**src/rtl/half_duplex_uart_assert.svh**
```systemverilog
`ifndef HALF_DUPLEX_UART_ASSERT_SVH
`define HALF_DUPLEX_UART_ASSERT_SVH

// Same-cycle implication, sampled on the rising clock edge, off during reset.
`define HDU_ASSERT_IMP(label, ante, cons) \
  label: assert property (@(posedge clk) disable iff (!rst_n) (ante) |-> (cons)) \
    else $error("half_duplex_uart: check failed");

// Next-cycle implication, sampled on the rising clock edge, off during reset.
`define HDU_ASSERT_NXT(label, ante, cons) \
  label: assert property (@(posedge clk) disable iff (!rst_n) (ante) |=> (cons)) \
    else $error("half_duplex_uart: check failed");

`endif

```
**src/rtl/hdu_pkg.sv**
```systemverilog
package hdu_pkg;

  localparam int DATA_BITS_DEF = 8;
  localparam int ADDR_W        = 3;
  localparam int PDATA_W       = 32;

  localparam logic [7:0] BIT_TIME_RST = 8'd104;
  localparam logic [4:0] EDGE_LAT_RST = 5'd0;

  // Register index, taken from paddr[2]
  localparam logic REG_BIT_TIME = 1'b0;
  localparam logic REG_EDGE_LAT = 1'b1;

  typedef enum logic [1:0] {
    MODE_IDLE = 2'd0,
    MODE_RX   = 2'd1,
    MODE_TX   = 2'd2
  } mode_t;

  typedef struct packed {
    logic       rx_level;
    logic       send_valid;
    logic [7:0] send_byte;
    logic       read_ack;
  } in_t;

  typedef struct packed {
    logic       tx_level;
    logic       send_accepted;
    logic       busy_res;
    logic       rx_ready;
    logic [7:0] rx_byte;
  } out_t;

  typedef struct packed {
    logic [7:0] bit_time;
    logic [4:0] edge_latency;
  } cfg_t;

  typedef struct packed {
    mode_t      mode;
    logic [7:0] tick_count;
    logic [7:0] compare_value;
    logic [3:0] bits_left;
    logic [7:0] rx_held;
    logic       rx_full;
    logic       prev_rx_level;
    logic       tx_line;
  } ctl_t;

endpackage

```
**src/rtl/hdu_cfg.sv**
```systemverilog
module hdu_cfg (
  input  logic                        clk,
  input  logic                        rst_n,
  input  logic                        psel,
  input  logic                        penable,
  input  logic                        pwrite,
  input  logic [hdu_pkg::ADDR_W-1:0]  paddr,
  input  logic [hdu_pkg::PDATA_W-1:0] pwdata,
  output logic [hdu_pkg::PDATA_W-1:0] prdata,
  output logic                        pready,
  output hdu_pkg::cfg_t               cfg
);
  import hdu_pkg::*;

  cfg_t cfg_r;
  cfg_t cfg_nxt;
  logic wr_en;

  assign pready = 1'b1;
  assign wr_en  = psel && penable && pwrite;

  always_comb begin
    cfg_nxt = cfg_r;
    if (wr_en) begin
      case (paddr[2])
        REG_BIT_TIME: cfg_nxt.bit_time     = pwdata[7:0];
        REG_EDGE_LAT: cfg_nxt.edge_latency = pwdata[4:0];
        default:      cfg_nxt = cfg_r;
      endcase
    end
  end

  always_ff @(posedge clk) begin
    if (!rst_n) begin
      cfg_r.bit_time     <= BIT_TIME_RST;
      cfg_r.edge_latency <= EDGE_LAT_RST;
    end else begin
      cfg_r <= cfg_nxt;
    end
  end

  always_comb begin
    case (paddr[2])
      REG_BIT_TIME: prdata = PDATA_W'(cfg_r.bit_time);
      REG_EDGE_LAT: prdata = PDATA_W'(cfg_r.edge_latency);
      default:      prdata = '0;
    endcase
  end

  assign cfg = cfg_r;

endmodule

```
**src/rtl/hdu_step.sv**
```systemverilog
module hdu_step #(
  parameter int DATA_BITS = hdu_pkg::DATA_BITS_DEF
) (
  input  hdu_pkg::cfg_t          cfg,
  input  hdu_pkg::in_t           in_item,
  input  hdu_pkg::ctl_t          ctl,
  input  logic [DATA_BITS-1:0]   rx_shift,
  input  logic [DATA_BITS+1:0]   tx_shift,
  output hdu_pkg::ctl_t          ctl_nxt,
  output logic [DATA_BITS-1:0]   rx_shift_nxt,
  output logic [DATA_BITS+1:0]   tx_shift_nxt,
  output hdu_pkg::out_t          result
);
  import hdu_pkg::*;

  logic [8:0] delay3;
  logic [7:0] delay_sat;
  logic [7:0] first_delay;
  logic       tick_evt;
  logic       accepted;

  // First sample lands mid data bit 0: (bit_time/2)*3, saturated, minus edge lag
  always_comb begin
    delay3      = {2'b00, cfg.bit_time[7:1]} + {1'b0, cfg.bit_time[7:1], 1'b0};
    delay_sat   = (delay3 > 9'd255) ? 8'hFF : delay3[7:0];
    first_delay = ({3'b000, cfg.edge_latency} > delay_sat) ? 8'd0
                : delay_sat - {3'b000, cfg.edge_latency};
  end

  assign tick_evt = (ctl.tick_count >= ctl.compare_value);

  always_comb begin
    ctl_nxt      = ctl;
    rx_shift_nxt = rx_shift;
    tx_shift_nxt = tx_shift;
    accepted     = 1'b0;

    if (in_item.read_ack) begin
      ctl_nxt.rx_full = 1'b0;
    end

    case (ctl.mode)
      MODE_RX: begin
        ctl_nxt.tick_count = tick_evt ? 8'd0 : ctl.tick_count + 8'd1;
        if (tick_evt) begin
          ctl_nxt.compare_value = cfg.bit_time;
          if (ctl.bits_left != 4'd0) begin
            rx_shift_nxt      = {in_item.rx_level, rx_shift[DATA_BITS-1:1]};
            ctl_nxt.bits_left = ctl.bits_left - 4'd1;
          end else begin
            // stop slot: store the byte, overwrite any unread one
            ctl_nxt.rx_held = 8'(rx_shift);
            ctl_nxt.rx_full = 1'b1;
            ctl_nxt.mode    = MODE_IDLE;
          end
        end
      end
      MODE_TX: begin
        ctl_nxt.tick_count = tick_evt ? 8'd0 : ctl.tick_count + 8'd1;
        if (tick_evt) begin
          ctl_nxt.compare_value = cfg.bit_time;
          ctl_nxt.tx_line       = tx_shift[0];
          tx_shift_nxt          = {1'b0, tx_shift[DATA_BITS+1:1]};
          if (ctl.bits_left <= 4'd1) begin
            ctl_nxt.bits_left = 4'd0;
            ctl_nxt.mode      = MODE_IDLE;
          end else begin
            ctl_nxt.bits_left = ctl.bits_left - 4'd1;
          end
        end
      end
      default: begin
        ctl_nxt.mode = MODE_IDLE;
        if (in_item.rx_level != ctl.prev_rx_level) begin
          ctl_nxt.compare_value = first_delay;
          ctl_nxt.tick_count    = 8'd0;
          ctl_nxt.bits_left     = 4'(DATA_BITS);
          ctl_nxt.mode          = MODE_RX;
        end else if (in_item.send_valid) begin
          // stop, data, start from MSB down to LSB
          tx_shift_nxt          = {1'b1, in_item.send_byte[DATA_BITS-1:0], 1'b0};
          ctl_nxt.bits_left     = 4'(DATA_BITS + 2);
          ctl_nxt.compare_value = cfg.bit_time;
          ctl_nxt.tick_count    = 8'd0;
          ctl_nxt.mode          = MODE_TX;
          accepted              = 1'b1;
        end
      end
    endcase

    ctl_nxt.prev_rx_level = in_item.rx_level;
  end

  always_comb begin
    result.tx_level      = ctl_nxt.tx_line;
    result.send_accepted = accepted;
    result.busy_res      = (ctl_nxt.mode != MODE_IDLE);
    result.rx_ready      = ctl_nxt.rx_full;
    result.rx_byte       = ctl_nxt.rx_held;
  end

endmodule

```
**src/rtl/half_duplex_uart.sv**
```systemverilog
// Half-duplex 8N1 serial port stepped by prescaled timer ticks.
// Input channel (in_valid/in_ready/in_data): one transaction per tick, carrying
// the sampled receive level, an optional byte to send and a read acknowledge.
// Result channel (out_valid/out_ready/out_data): exactly one transaction per
// input tick, with transmit level, send acceptance, busy, rx_ready and the last
// received byte, all as they stand after that tick.
// The result is registered: a tick's result shows in the cycle after it is taken.
// Throughput is one tick per cycle; the single result register decides it,
// and in_ready stays high while that register is empty or being drained.
// When the receiver stalls (out_ready low with a result held), in_ready drops
// and the port state holds until the result is taken.
// The APB port (psel/penable/pwrite/paddr/pwdata/prdata/pready) holds
// bit_time at address 0 and edge_latency at address 4; pready is always high.
// Write registers only while no tick is in flight.
// Reset (rst_n low, synchronous) returns to idle with the transmit line high,
// no byte held, bit_time 104 and edge_latency 0; no result is pending.
module half_duplex_uart #(
  parameter int DATA_BITS = hdu_pkg::DATA_BITS_DEF
) (
  input  logic                        clk,
  input  logic                        rst_n,
  input  logic                        in_valid,
  output logic                        in_ready,
  input  hdu_pkg::in_t                in_data,
  output logic                        out_valid,
  input  logic                        out_ready,
  output hdu_pkg::out_t               out_data,
  input  logic                        psel,
  input  logic                        penable,
  input  logic                        pwrite,
  input  logic [hdu_pkg::ADDR_W-1:0]  paddr,
  input  logic [hdu_pkg::PDATA_W-1:0] pwdata,
  output logic [hdu_pkg::PDATA_W-1:0] prdata,
  output logic                        pready
);
  import hdu_pkg::*;

  `include "half_duplex_uart_assert.svh"

  cfg_t                 cfg;
  ctl_t                 ctl_r;
  ctl_t                 ctl_nxt;
  logic [DATA_BITS-1:0] rx_shift_r;
  logic [DATA_BITS-1:0] rx_shift_nxt;
  logic [DATA_BITS+1:0] tx_shift_r;
  logic [DATA_BITS+1:0] tx_shift_nxt;
  out_t                 result;
  out_t                 out_data_r;
  logic                 out_valid_r;
  logic                 in_fire;

  hdu_cfg u_cfg (
    .clk     (clk),
    .rst_n   (rst_n),
    .psel    (psel),
    .penable (penable),
    .pwrite  (pwrite),
    .paddr   (paddr),
    .pwdata  (pwdata),
    .prdata  (prdata),
    .pready  (pready),
    .cfg     (cfg)
  );

  hdu_step #(
    .DATA_BITS (DATA_BITS)
  ) u_step (
    .cfg          (cfg),
    .in_item      (in_data),
    .ctl          (ctl_r),
    .rx_shift     (rx_shift_r),
    .tx_shift     (tx_shift_r),
    .ctl_nxt      (ctl_nxt),
    .rx_shift_nxt (rx_shift_nxt),
    .tx_shift_nxt (tx_shift_nxt),
    .result       (result)
  );

  assign in_ready = !out_valid_r || out_ready;
  assign in_fire  = in_valid && in_ready;

  always_ff @(posedge clk) begin
    if (!rst_n) begin
      ctl_r.mode          <= MODE_IDLE;
      ctl_r.tick_count    <= 8'd0;
      ctl_r.compare_value <= BIT_TIME_RST;
      ctl_r.bits_left     <= 4'd0;
      ctl_r.rx_held       <= 8'd0;
      ctl_r.rx_full       <= 1'b0;
      ctl_r.prev_rx_level <= 1'b1;
      ctl_r.tx_line       <= 1'b1;
      rx_shift_r          <= '0;
      tx_shift_r          <= '0;
      out_valid_r         <= 1'b0;
    end else begin
      if (in_fire) begin
        ctl_r      <= ctl_nxt;
        rx_shift_r <= rx_shift_nxt;
        tx_shift_r <= tx_shift_nxt;
      end
      if (in_fire) begin
        out_valid_r <= 1'b1;
      end else if (out_ready) begin
        out_valid_r <= 1'b0;
      end
    end
  end

  // Result payload: load on each accepted tick, hold otherwise
  always_ff @(posedge clk) begin
    if (in_fire) begin
      out_data_r <= result;
    end
  end

  assign out_valid = out_valid_r;
  assign out_data  = out_data_r;

  `HDU_ASSERT_NXT(a_send_only_idle, in_fire && (ctl_r.mode != MODE_IDLE),
    !out_data_r.send_accepted)
  `HDU_ASSERT_IMP(a_accept_busy, out_valid_r && out_data_r.send_accepted,
    out_data_r.busy_res)
  `HDU_ASSERT_IMP(a_full_from_rx, $rose(ctl_r.rx_full),
    $past(ctl_r.mode) == MODE_RX)
  `HDU_ASSERT_IMP(a_bits_bound, 1'b1, ctl_r.bits_left <= 4'(DATA_BITS + 2))
  `HDU_ASSERT_NXT(a_stall_holds, !in_ready, $stable(ctl_r))

endmodule
```
**config.mk**
```make
export PLATFORM = sky130hd
export DESIGN_NAME = half_duplex_uart
export DESIGN_NICKNAME = d
export VERILOG_FILES = /design/src/rtl/hdu_pkg.sv /design/src/rtl/hdu_cfg.sv /design/src/rtl/hdu_step.sv /design/src/rtl/half_duplex_uart.sv
export VERILOG_INCLUDE_DIRS = /design/src /design/src/rtl
export SDC_FILE = /design/constraint.sdc
export NUM_CORES = 1
export LEC_CHECK = 0
export ABC_AREA = 0
export BUFFER_PORTS_ARGS = -buffer_cell sky130_fd_sc_hd__buf_2
export CORE_AREA = 2 2 101 103
export CTS_BUF_LIST = sky130_fd_sc_hd__clkbuf_2
export DETAILED_ROUTE_END_ITERATION = 8
export DIE_AREA = 0 0 103 105
export PLACE_DENSITY_LB_ADDON = 0.1
export SYNTH_ARGS = -nofsm -noshare
export SYNTH_HDL_FRONTEND = slang
export SYNTH_HIERARCHICAL = 1
export SYNTH_SLANG_ARGS = --single-unit
```
**constraint.sdc**
```tcl
create_clock -name clk -period 5.45 [get_ports clk]
set_clock_uncertainty 0.2 [all_clocks]
set_input_delay 1.09 -clock clk [delete_from_list [all_inputs] [get_ports clk]]
set_output_delay 1.09 -clock clk [all_outputs]
set_load 0.005 [all_outputs]
```
==> results.sh, run 1 <==
export IMPL_stdcell_area_sq_mm=0.005675
export IMPL_status="complete, no violations"
export IMPL_period_needed_ns=4.453
export IMPL_path_clk_slew_ns=0.22
export IMPL_start_util=0.5810
export IMPL_slew_viol_final=0
export IMPL_synth_ff_type="dfxtp_1"
export IMPL_cts_tree="done"
export IMPL_cp_data_required_time_ns=5.76
export IMPL_vdd_ir_drop_max_uv=110.2
export IMPL_die_area_sq_mm=0.01082
export IMPL_tns_ns=0
export IMPL_synth_edf_count=12
export IMPL_fillers=914
export IMPL_finalWirelength_microns=10680
export IMPL_place_area_sq_mm=0.005555
export IMPL_synth_most_common_cell="nand2_1"
export IMPL_place_inst=776
export IMPL_post_cts_buffers=0
export IMPL_gp_congestion=0.7898
export IMPL_syn_inst=643
export IMPL_hold_viol_final=0
export IMPL_crit_fanout=7
export IMPL_syn_avg_cell_area_sq_um=8.710
export IMPL_ys_warn_count=6
export IMPL_areaGrowthSynthToFinish_pct=1.340
export IMPL_drv_cap=0
export IMPL_cts_hold_buffers=0
export IMPL_fin_crit_sh=0.8170
export IMPL_power_density_mw_per_mm2=215.9
export IMPL_cts_sinks=77
export IMPL_cts_buffer_depth=2
export IMPL_grt_pass1_vias=4015
export IMPL_tightest_slew_ns=1.123
export IMPL_min_path_type="reg -> reg"
export IMPL_arrival_ns=4.77
export IMPL_reg2reg_slack_ns=1.0
export IMPL_routed_via_density=5.456
export IMPL_grt_usage=0.2082
export IMPL_drive_above_1_share=0.1760
export IMPL_synthTopCellsByArea="dfxtp_1 (23%), mux2i_1 (11%), nand2_1 (9.9%), edfxtp_1 (6.4%), ha_1 (6.0%)"
export IMPL_antenna_found_initial=0
export IMPL_die_w_microns=103
export IMPL_synth_seq_cells=77
export IMPL_first_pass_iters=6
export IMPL_rows=36
export IMPL_cts_buffers=9
export IMPL_antenna_cells=0
export IMPL_ant_nets=0
export IMPL_dieHeight_microns=105
export IMPL_io_buffers=48
export IMPL_synth_top_cell_by_area="dfxtp_1"
export IMPL_core_sq_mm=0.009639
export IMPL_rsz0062_at_grt="no"
export IMPL_grt_max_degree=121
export IMPL_dp_hpwl_microns=7430
export IMPL_synth_top_area_frac=0.2324
export IMPL_worstSkewPairLatency_ns=0.58
export IMPL_grt_pass1_wl_microns=18260
export IMPL_synth_area_sq_mm=0.005600
export IMPL_synth_commonest_cells="nand2_1 (147), dfxtp_1 (65), mux2i_1 (60)"
export IMPL_setup_violations=0
export IMPL_async_reset_ff_frac=0
export IMPL_worst_setup_path_end_kind="flip-flop"
export IMPL_num_vias=4321
export IMPL_htree_num_levels=3
export IMPL_fin_cells=792
export IMPL_yosysSeqAreaShare=0.2967
export IMPL_max_freq_ghz=0.2246
export IMPL_drc=0
export IMPL_root_buffer="clkbuf_2"
export IMPL_start_kind="flip-flop"
export IMPL_overflow=0
export IMPL_cts_resized=0
export IMPL_path_class="reg -> reg"
export IMPL_fin_nets=736
export IMPL_yosysUniqueCellTypes=75
export IMPL_wl_per_cell_microns=13.49
export IMPL_drtIter0Drc=185
export IMPL_power_leakage_nw=2.393
export IMPL_max_slew_margin=0.2514
export IMPL_fin_hold_ws_ns=0.2714
export IMPL_num_io_pins=100
## path summary, 6_finish.rpt
kind / endpoint / startpoint / depth (start not counted)
worst min-delay path: ctl_r[10] / ctl_r[10] / 2
worst max register to register: ctl_r[21] / u_cfg/cfg[6] / 17
worst min register to register: ctl_r[10] / ctl_r[10] / 2
worst max-delay path: ctl_r[21] / u_cfg/cfg[6] / 17
## critical path, cell delays in order, from the launching register on
cell	delay (ns)
dfxtp_1	0.43
ha_1	0.26
fa_1	0.43
a211oi_2	0.27
nor4b_1	0.10
a311oi_2	0.46
nor2_1	0.07
a31oi_1	0.32
nand2b_1	0.10
ha_1	0.33
nor2b_1	0.16
o31a_1	0.27
a211o_1	0.30
nor4b_1	0.25
a211oi_1	0.10
o221ai_1	0.15
nand3_1	0.11
o211ai_2	0.08
## final cells by class
| class | instances | area [sq um] | area share |
|---|---|---|---|
| multi-input cells | 488 | 3372 | 0.5941 |
| inverters | 30 | 112.6 | 0.01984 |
| well taps | 133 | 166.4 | 0.02932 |
| flip-flops and latches | 77 | 1662 | 0.2928 |
| clock inverters | 6 | 70.07 | 0.01235 |
| clock buffers | 10 | 50.05 | 0.008818 |
| repair buffers | 48 | 242.7 | 0.04277 |
## cell usage in the layout (no fill, tap or decap), types with 6 or more instances in the layout
| master | netlist | routed |
|---|---|---|
| ha_1 | 27 | 27 |
| mux2i_1 | 60 | 60 |
| buf_2 | 3 | 47 |
| a32oi_1 | 8 | 8 |
| a211oi_1 | 8 | 8 |
| o21ai_0 | 27 | 27 |
| edfxtp_1 | 12 | 12 |
| nand3_1 | 12 | 12 |
| a21oi_1 | 17 | 17 |
| o221ai_1 | 6 | 6 |
| nor2_1 | 15 | 15 |
| clkbuf_2 | 0 | 10 |
| conb_1 | 2 | 25 |
| dfxtp_1 | 65 | 65 |
| nand2_1 | 147 | 147 |
| nor2b_1 | 11 | 11 |
| mux2_2 | 22 | 22 |
| inv_1 | 29 | 29 |
## kinds of logic after synthesis
group | count (synthesis) | share of synthesized area
muxes | 83 | 0.1535
DFF | 77 | 0.2967
xor gates and xnor gates | 9 | 0.01407
buffers and inverters | 101 | 0.1166
AOI/OAI and AO/OA | 117 | 0.1586
adders and majority gates | 29 | 0.06747
other | 2 | 0.001341
and+or+nand+nor | 225 | 0.1917
## power breakdown
group / internal (W) / leakage, nW / switching (W)
Combinational: 0.000108 / 1.67 / 0.000162
Clock: 0.000112 / 0.0769 / 0.000222
Sequential: 0.000603 / 0.646 / 0.0000178
## metal layers
layer / track usage / wire length [microns] / up-vias
li1: - / - / 2208
met1: 0.2734 / 4905 / 1995
met2: 0.3386 / 5192 / 109
met3: 0.03077 / 463 / 9
met4: 0.08365 / 122 / 0
met5: 0 / 0 / -
## state kept, by name, indices dropped and copies added, names as in the netlist
signal,flops
ctl_r,33
out_data,12
out_valid,1
rx_shift_r,8
tx_shift_r,10
u_cfg/cfg,13
## stage by stage
step	total power [W]	util	worst slack, ns
floorplan	0.0008697	-	1.494
global placement	0.0008960	0.5763	1.122
detailed placement	0.0009024	0.5763	1.048
CTS	0.001236	0.5888	1.011
global route	0.001295	0.5888	0.6110
finish	0.001225	0.5888	0.9974
No activity file was read; power rests on OpenSTA's default activity.
==> run 2, diff against run 1 <==
- CORE_AREA: 2 2 101 103 -> 2 2 106 108
- DIE_AREA: 0 0 103 105 -> 0 0 108 110
- clock period: 5.45 -> 3.9 ns (I/O delays scaled with it)
==> results.sh, run 2 (synthesized netlist as in run 1, its figures left out) <==
export IMPL_grt_usage=0.2057
export IMPL_cts_buffers=9
export IMPL_top_register="ctl_r"
export IMPL_drive_above_1_share=0.2680
export IMPL_cts_buffer_depth=2
export IMPL_dieHeight_microns=110
export IMPL_hold_viol_final=0
export IMPL_whs_path_depth=3
export IMPL_timing_critical_path_mode_cell="ha_4"
export IMPL_ant_nets=0
export IMPL_cp_cell_sequence="ha_4 > fa_2 > a211oi_4 > nand2b_4 > buf_4 > a311oi_2 > nor2_2 > a31oi_4 > nand2b_1 > ha_4 > nor2b_4 > o31a_1 > a211o_1 > nor4b_2 > a211oi_2 > o221ai_1 > nand3_1 > o211ai_2"
export IMPL_fin_crit_sh=0.9970
export IMPL_overflow=0
export IMPL_hold_path_endpoint="u_cfg/cfg[3]"
export IMPL_dp_hpwl_microns=8169
export IMPL_reg2reg_slack_ns=0.01
export IMPL_first_pass_iters=5
export IMPL_grt_pass1_vias=4232
export IMPL_setup_violations=0
export IMPL_fillers=972
export IMPL_slowest_stage="dfxtp_2"
export IMPL_antenna_found_initial=0
export IMPL_root_buffer="clkbuf_2"
export IMPL_max_slew_margin=0.2383
export IMPL_io_buffers=48
export IMPL_num_io_pins=100
export IMPL_rsz0062_at_grt="yes"
export IMPL_cts_sinks=77
export IMPL_final_common_cell="nand2_1"
export IMPL_die_area_sq_mm=0.01188
export IMPL_die_w_microns=108
export IMPL_finalWirelength_microns=12090
export IMPL_largest_reg_flops=33
export IMPL_cp_data_required_time_ns=4.17
export IMPL_drv_cap=0
export IMPL_start_kind="flip-flop"
export IMPL_areaGrowthSynthToFinish_pct=11.86
export IMPL_num_vias=4594
export IMPL_fin_nets=786
export IMPL_path_clk_slew_ns=0.21
export IMPL_critical_path_top_delay_family="compound AO/OA/AOI/OAI gates"
export IMPL_grt_pass1_wl_microns=19610
export IMPL_total_power_w=0.001842
export IMPL_grt_max_degree=121
export IMPL_wl_per_cell_microns=14.24
export IMPL_place_inst=816
export IMPL_antenna_cells=0
export IMPL_min_path_type="in -> reg"
export IMPL_routed_via_density=5.411
export IMPL_power_density_mw_per_mm2=294.0
export IMPL_holdCritStartpoint="pwdata[3]"
export IMPL_arrival_ns=4.16
export IMPL_crit_fanout=4
export IMPL_worst_setup_path_end_kind="flip-flop"
export IMPL_rows=38
export IMPL_slew_viol_final=0
export IMPL_drc=0
export IMPL_path_class="reg -> reg"
export IMPL_vdd_ir_drop_max_uv=197.6
export IMPL_r2r_start="u_cfg/cfg[7]"
export IMPL_cts_tree="done"
export IMPL_htree_num_levels=3
export IMPL_start_util=0.5235
export IMPL_drtIter0Drc=251
export IMPL_gp_congestion=0.8691
export IMPL_power_leakage_nw=2.685
export IMPL_r2r_end="ctl_r[21]"
export IMPL_rr_worst_depth=18
export IMPL_fin_cells=849
export IMPL_status="complete, no violations"
export IMPL_tightest_slew_ns=1.143
export IMPL_max_freq_ghz=0.2572
export IMPL_final_cell_mix="nand2_1 (146), dfxtp_1 (62), mux2i_1 (60)"
export IMPL_crit_buf_inv=1
export IMPL_period_needed_ns=3.888
export IMPL_worstSkewPairLatency_ns=0.53
export IMPL_core_sq_mm=0.01070
export IMPL_worst_path_largest_cell_delay_ns=0.39
==> run 2: cell types whose count changed in the layout (fill, tap and decap cells not counted), moves of 3 or more <==
| cell | previous run | this run |
|---|---|---|
| buf_4 | 1 | 45 |
| buf_6 | 0 | 5 |
| ha_1 | 27 | 23 |
| dfxtp_1 | 65 | 62 |
| dfxtp_2 | 0 | 3 |
| ha_4 | 0 | 3 |
==> run 2: how the worst max path moves through the flow <==
stage / from / endpoint / slack, ns / cells after the start
finish: u_cfg/cfg[7] / ctl_r[21] / 0.01 / 18
global route: u_cfg/cfg[7] / ctl_r[22] / -0.18 / 17
CTS: u_cfg/cfg[7] / ctl_r[21] / -0.14 / 17
detailed placement: u_cfg/cfg[7] / ctl_r[22] / -0.27 / 16
global placement: u_cfg/cfg[6] / ctl_r[22] / -0.18 / 16
floorplan: u_cfg/cfg[7] / ctl_r[21] / 0.006 / 17
==> run 2: layer usage <==
metal | up-vias | part of all wire | global-route usage
met3 | 17 | 0.035 | 0.03586
li1 | 2307 | - | -
met2 | 97 | 0.51 | 0.3711
met1 | 2173 | 0.43 | 0.2474
met4 | 0 | 0.016 | 0.07051
met5 | - | 0 | 0
==> run 2: where the power goes <==
part	leakage, nW	switching [W]	total (W)	internal (W)
logic	1.96	0.000259	0.000462	0.000203
registers	0.647	0.0000240	0.000866	0.000842
clock network	0.0758	0.000300	0.000513	0.000213
==> run 2: worst register-to-register path, delay by kind of cell, from the launching register on <==
family	cells	cell delay [ns]
simple gates	6	1.00
buf+inv	1	0.10
fa+ha+maj	3	0.77
compound gates	8	1.38
flops	1	0.39
==> run 2: what timing repair did <==
item | 4_1_cts | 5_1_grt
resized for setup | 18 | 18
hold buffers | 0 | 0
endpoints found under the hold margin | 0 | 0
pin swaps | 15 | 21
setup endpoints to repair | 8 | 8
setup buffers | 14 | 5
==> run 2: final cells by class <==
type                       count  area [sq um]  share of cell area
sequential                    77          1665              0.2658
multi-input combinational    488          3525              0.5626
timing repair buffer          98         649.4              0.1037
tap                          140         175.2             0.02796
inverter                      30         112.6             0.01797
clock inverter                 6         87.58             0.01398
clock buffer                  10         50.05            0.007989
==> run 2: per-stage QoR <==
step / hold WS (ns) / worst slack (ns) / setup TNS (ns) / utilization / area, sq um
2_1_floorplan: 0.2313 / 0.006255 / 0 / - / 5687
3_3_place_gp: 0.2389 / -0.1802 / -0.7223 / 0.5444 / 5824
3_5_place_dp: 0.2504 / -0.2678 / -0.8993 / 0.5444 / 5824
4_1_cts: 0.2288 / -0.1425 / -0.3914 / 0.5749 / 6150
5_1_grt: 0.2298 / -0.1840 / -0.4427 / 0.5856 / 6265
6_report: 0.2707 / 0.01176 / 0 / 0.5856 / 6265
==> run 3, diff against run 2 <==
- CORE_AREA: 2 2 106 108 -> 2 2 100 102
- DIE_AREA: 0 0 108 110 -> 0 0 102 104
- clock period: 3.9 -> 4.9 ns (I/O delays scaled with it)
==> results.sh, run 3 (synthesized netlist as in run 1, its figures left out) <==
export IMPL_rsz0062_at_grt="no"
export IMPL_cts_tree="done"
export IMPL_fin_crit_sh=0.9165
export IMPL_path_class="reg -> reg"
export IMPL_core_sq_mm=0.009549
export IMPL_whs_path_depth=2
export IMPL_finalWirelength_microns=11080
export IMPL_fin_nets=738
export IMPL_setup_violations=0
export IMPL_tightest_slew_ns=1.121
export IMPL_routed_via_density=5.639
export IMPL_dp_hpwl_microns=7530
export IMPL_drive_above_1_share=0.1785
export IMPL_r2r_start="u_cfg/cfg[6]"
export IMPL_start_kind="flip-flop"
export IMPL_hold_viol_final=0
export IMPL_antenna_found_initial=0
export IMPL_antenna_cells=0
export IMPL_status="complete, no violations"
export IMPL_htree_num_levels=3
export IMPL_grt_pass1_vias=4019
export IMPL_grt_pass1_wl_microns=18370
export IMPL_final_cell_mix="nand2_1 (147), dfxtp_1 (65), mux2i_1 (60)"
export IMPL_rr_worst_depth=17
export IMPL_total_power_w=0.001381
export IMPL_holdCritStartpoint="ctl_r[6]"
export IMPL_drc=0
export IMPL_fillers=892
export IMPL_r2r_end="ctl_r[21]"
export IMPL_grt_usage=0.2099
export IMPL_min_path_type="reg -> reg"
export IMPL_first_pass_iters=4
export IMPL_post_cts_buffers=0
export IMPL_vdd_ir_drop_max_uv=140.0
export IMPL_arrival_ns=4.82
export IMPL_power_density_mw_per_mm2=242.4
export IMPL_path_clk_slew_ns=0.24
export IMPL_cts_buffers=9
export IMPL_largest_reg_flops=33
export IMPL_place_inst=778
export IMPL_power_leakage_nw=2.397
export IMPL_slew_viol_final=0
export IMPL_cp_data_required_time_ns=5.23
export IMPL_cts_hold_buffers=0
export IMPL_grt_max_degree=121
export IMPL_reg2reg_slack_ns=0.41
export IMPL_worst_setup_path_end_kind="flip-flop"
export IMPL_max_freq_ghz=0.2227
export IMPL_crit_fanout=7
export IMPL_ant_nets=0
export IMPL_root_buffer="clkbuf_2"
export IMPL_overflow=0
export IMPL_num_io_pins=100
export IMPL_dieHeight_microns=104
export IMPL_period_needed_ns=4.491
export IMPL_drtIter0Drc=211
export IMPL_final_common_cell="nand2_1"
export IMPL_drv_cap=0
export IMPL_fin_cells=794
export IMPL_wl_per_cell_microns=13.95
export IMPL_tns_ns=0
export IMPL_start_util=0.5865
export IMPL_max_slew_margin=0.2524
export IMPL_die_area_sq_mm=0.01061
export IMPL_die_w_microns=102
export IMPL_num_vias=4477
export IMPL_cts_resized=0
export IMPL_rows=36
export IMPL_gp_congestion=0.8522
export IMPL_worstSkewPairLatency_ns=0.59
export IMPL_top_register="ctl_r"
export IMPL_io_buffers=48
export IMPL_areaGrowthSynthToFinish_pct=1.698
export IMPL_cts_buffer_depth=2
export IMPL_cts_sinks=77
export IMPL_hold_path_endpoint="ctl_r[6]"
-- run 3: critical path, stage by stage (launching register included) --
cell      delay [ns]
dfxtp_1         0.44
ha_1            0.26
fa_1            0.42
a211oi_2        0.26
nor4b_1         0.10
a311oi_2        0.47
nor2_1          0.07
a31oi_1         0.31
nand2b_1        0.10
ha_1            0.33
nor2b_1         0.16
o31a_1          0.28
a211o_1         0.31
nor4b_1         0.32
a211oi_1        0.10
o221ai_1        0.15
nand3_1         0.11
o211ai_2        0.08
-- run 3: worst max path at each step --
stage                       from        end  slack, ns
floorplan           u_cfg/cfg[7]  ctl_r[21]       0.94
global placement    u_cfg/cfg[6]  ctl_r[21]       0.58
detailed placement  u_cfg/cfg[7]  ctl_r[21]       0.50
CTS                 u_cfg/cfg[6]  ctl_r[21]       0.43
global route        u_cfg/cfg[7]  ctl_r[21]       0.14
finish              u_cfg/cfg[6]  ctl_r[21]       0.41
-- run 3: routing by layer --
layer / wire length (microns) / global-route usage / part of all wire
met1: 5117 / 0.2756 / 0.46
met2: 5400 / 0.3524 / 0.49
met3: 382 / 0.02823 / 0.034
met4: 175 / 0.06857 / 0.016
met5: 0 / 0 / 0
-- run 3: cell type report --
cell class | instances | area [sq um] | area share
clock buffers | 9 | 45.04 | 0.007909
clock inverters | 7 | 80.08 | 0.01406
well taps | 133 | 166.4 | 0.02922
multi-input cells | 488 | 3372 | 0.5920
repair buffers | 50 | 257.7 | 0.04525
inverters | 30 | 112.6 | 0.01977
flip-flops and latches | 77 | 1662 | 0.2917
-- run 3: per-stage QoR --
step / util / setup WS, ns / hold slack (ns) / area, sq um
after floorplan: - / 0.9436 / 0.2313 / 5687
after global placement: 0.5833 / 0.5786 / 0.2386 / 5570
after detailed placement: 0.5833 / 0.5000 / 0.2469 / 5570
after CTS: 0.5964 / 0.4284 / 0.2737 / 5695
after global routing: 0.5964 / 0.1425 / 0.2861 / 5695
final: 0.5964 / 0.4094 / 0.2722 / 5695
-- run 3: power breakdown --
group	total (W)	switching [W]	leakage, nW	internal, W
sequential	0.000691	0.0000205	0.646	0.000671
clock	0.000383	0.000259	0.0695	0.000124
combinational	0.000306	0.000184	1.68	0.000122
total	0.00138	0.000464	2.40	0.000917
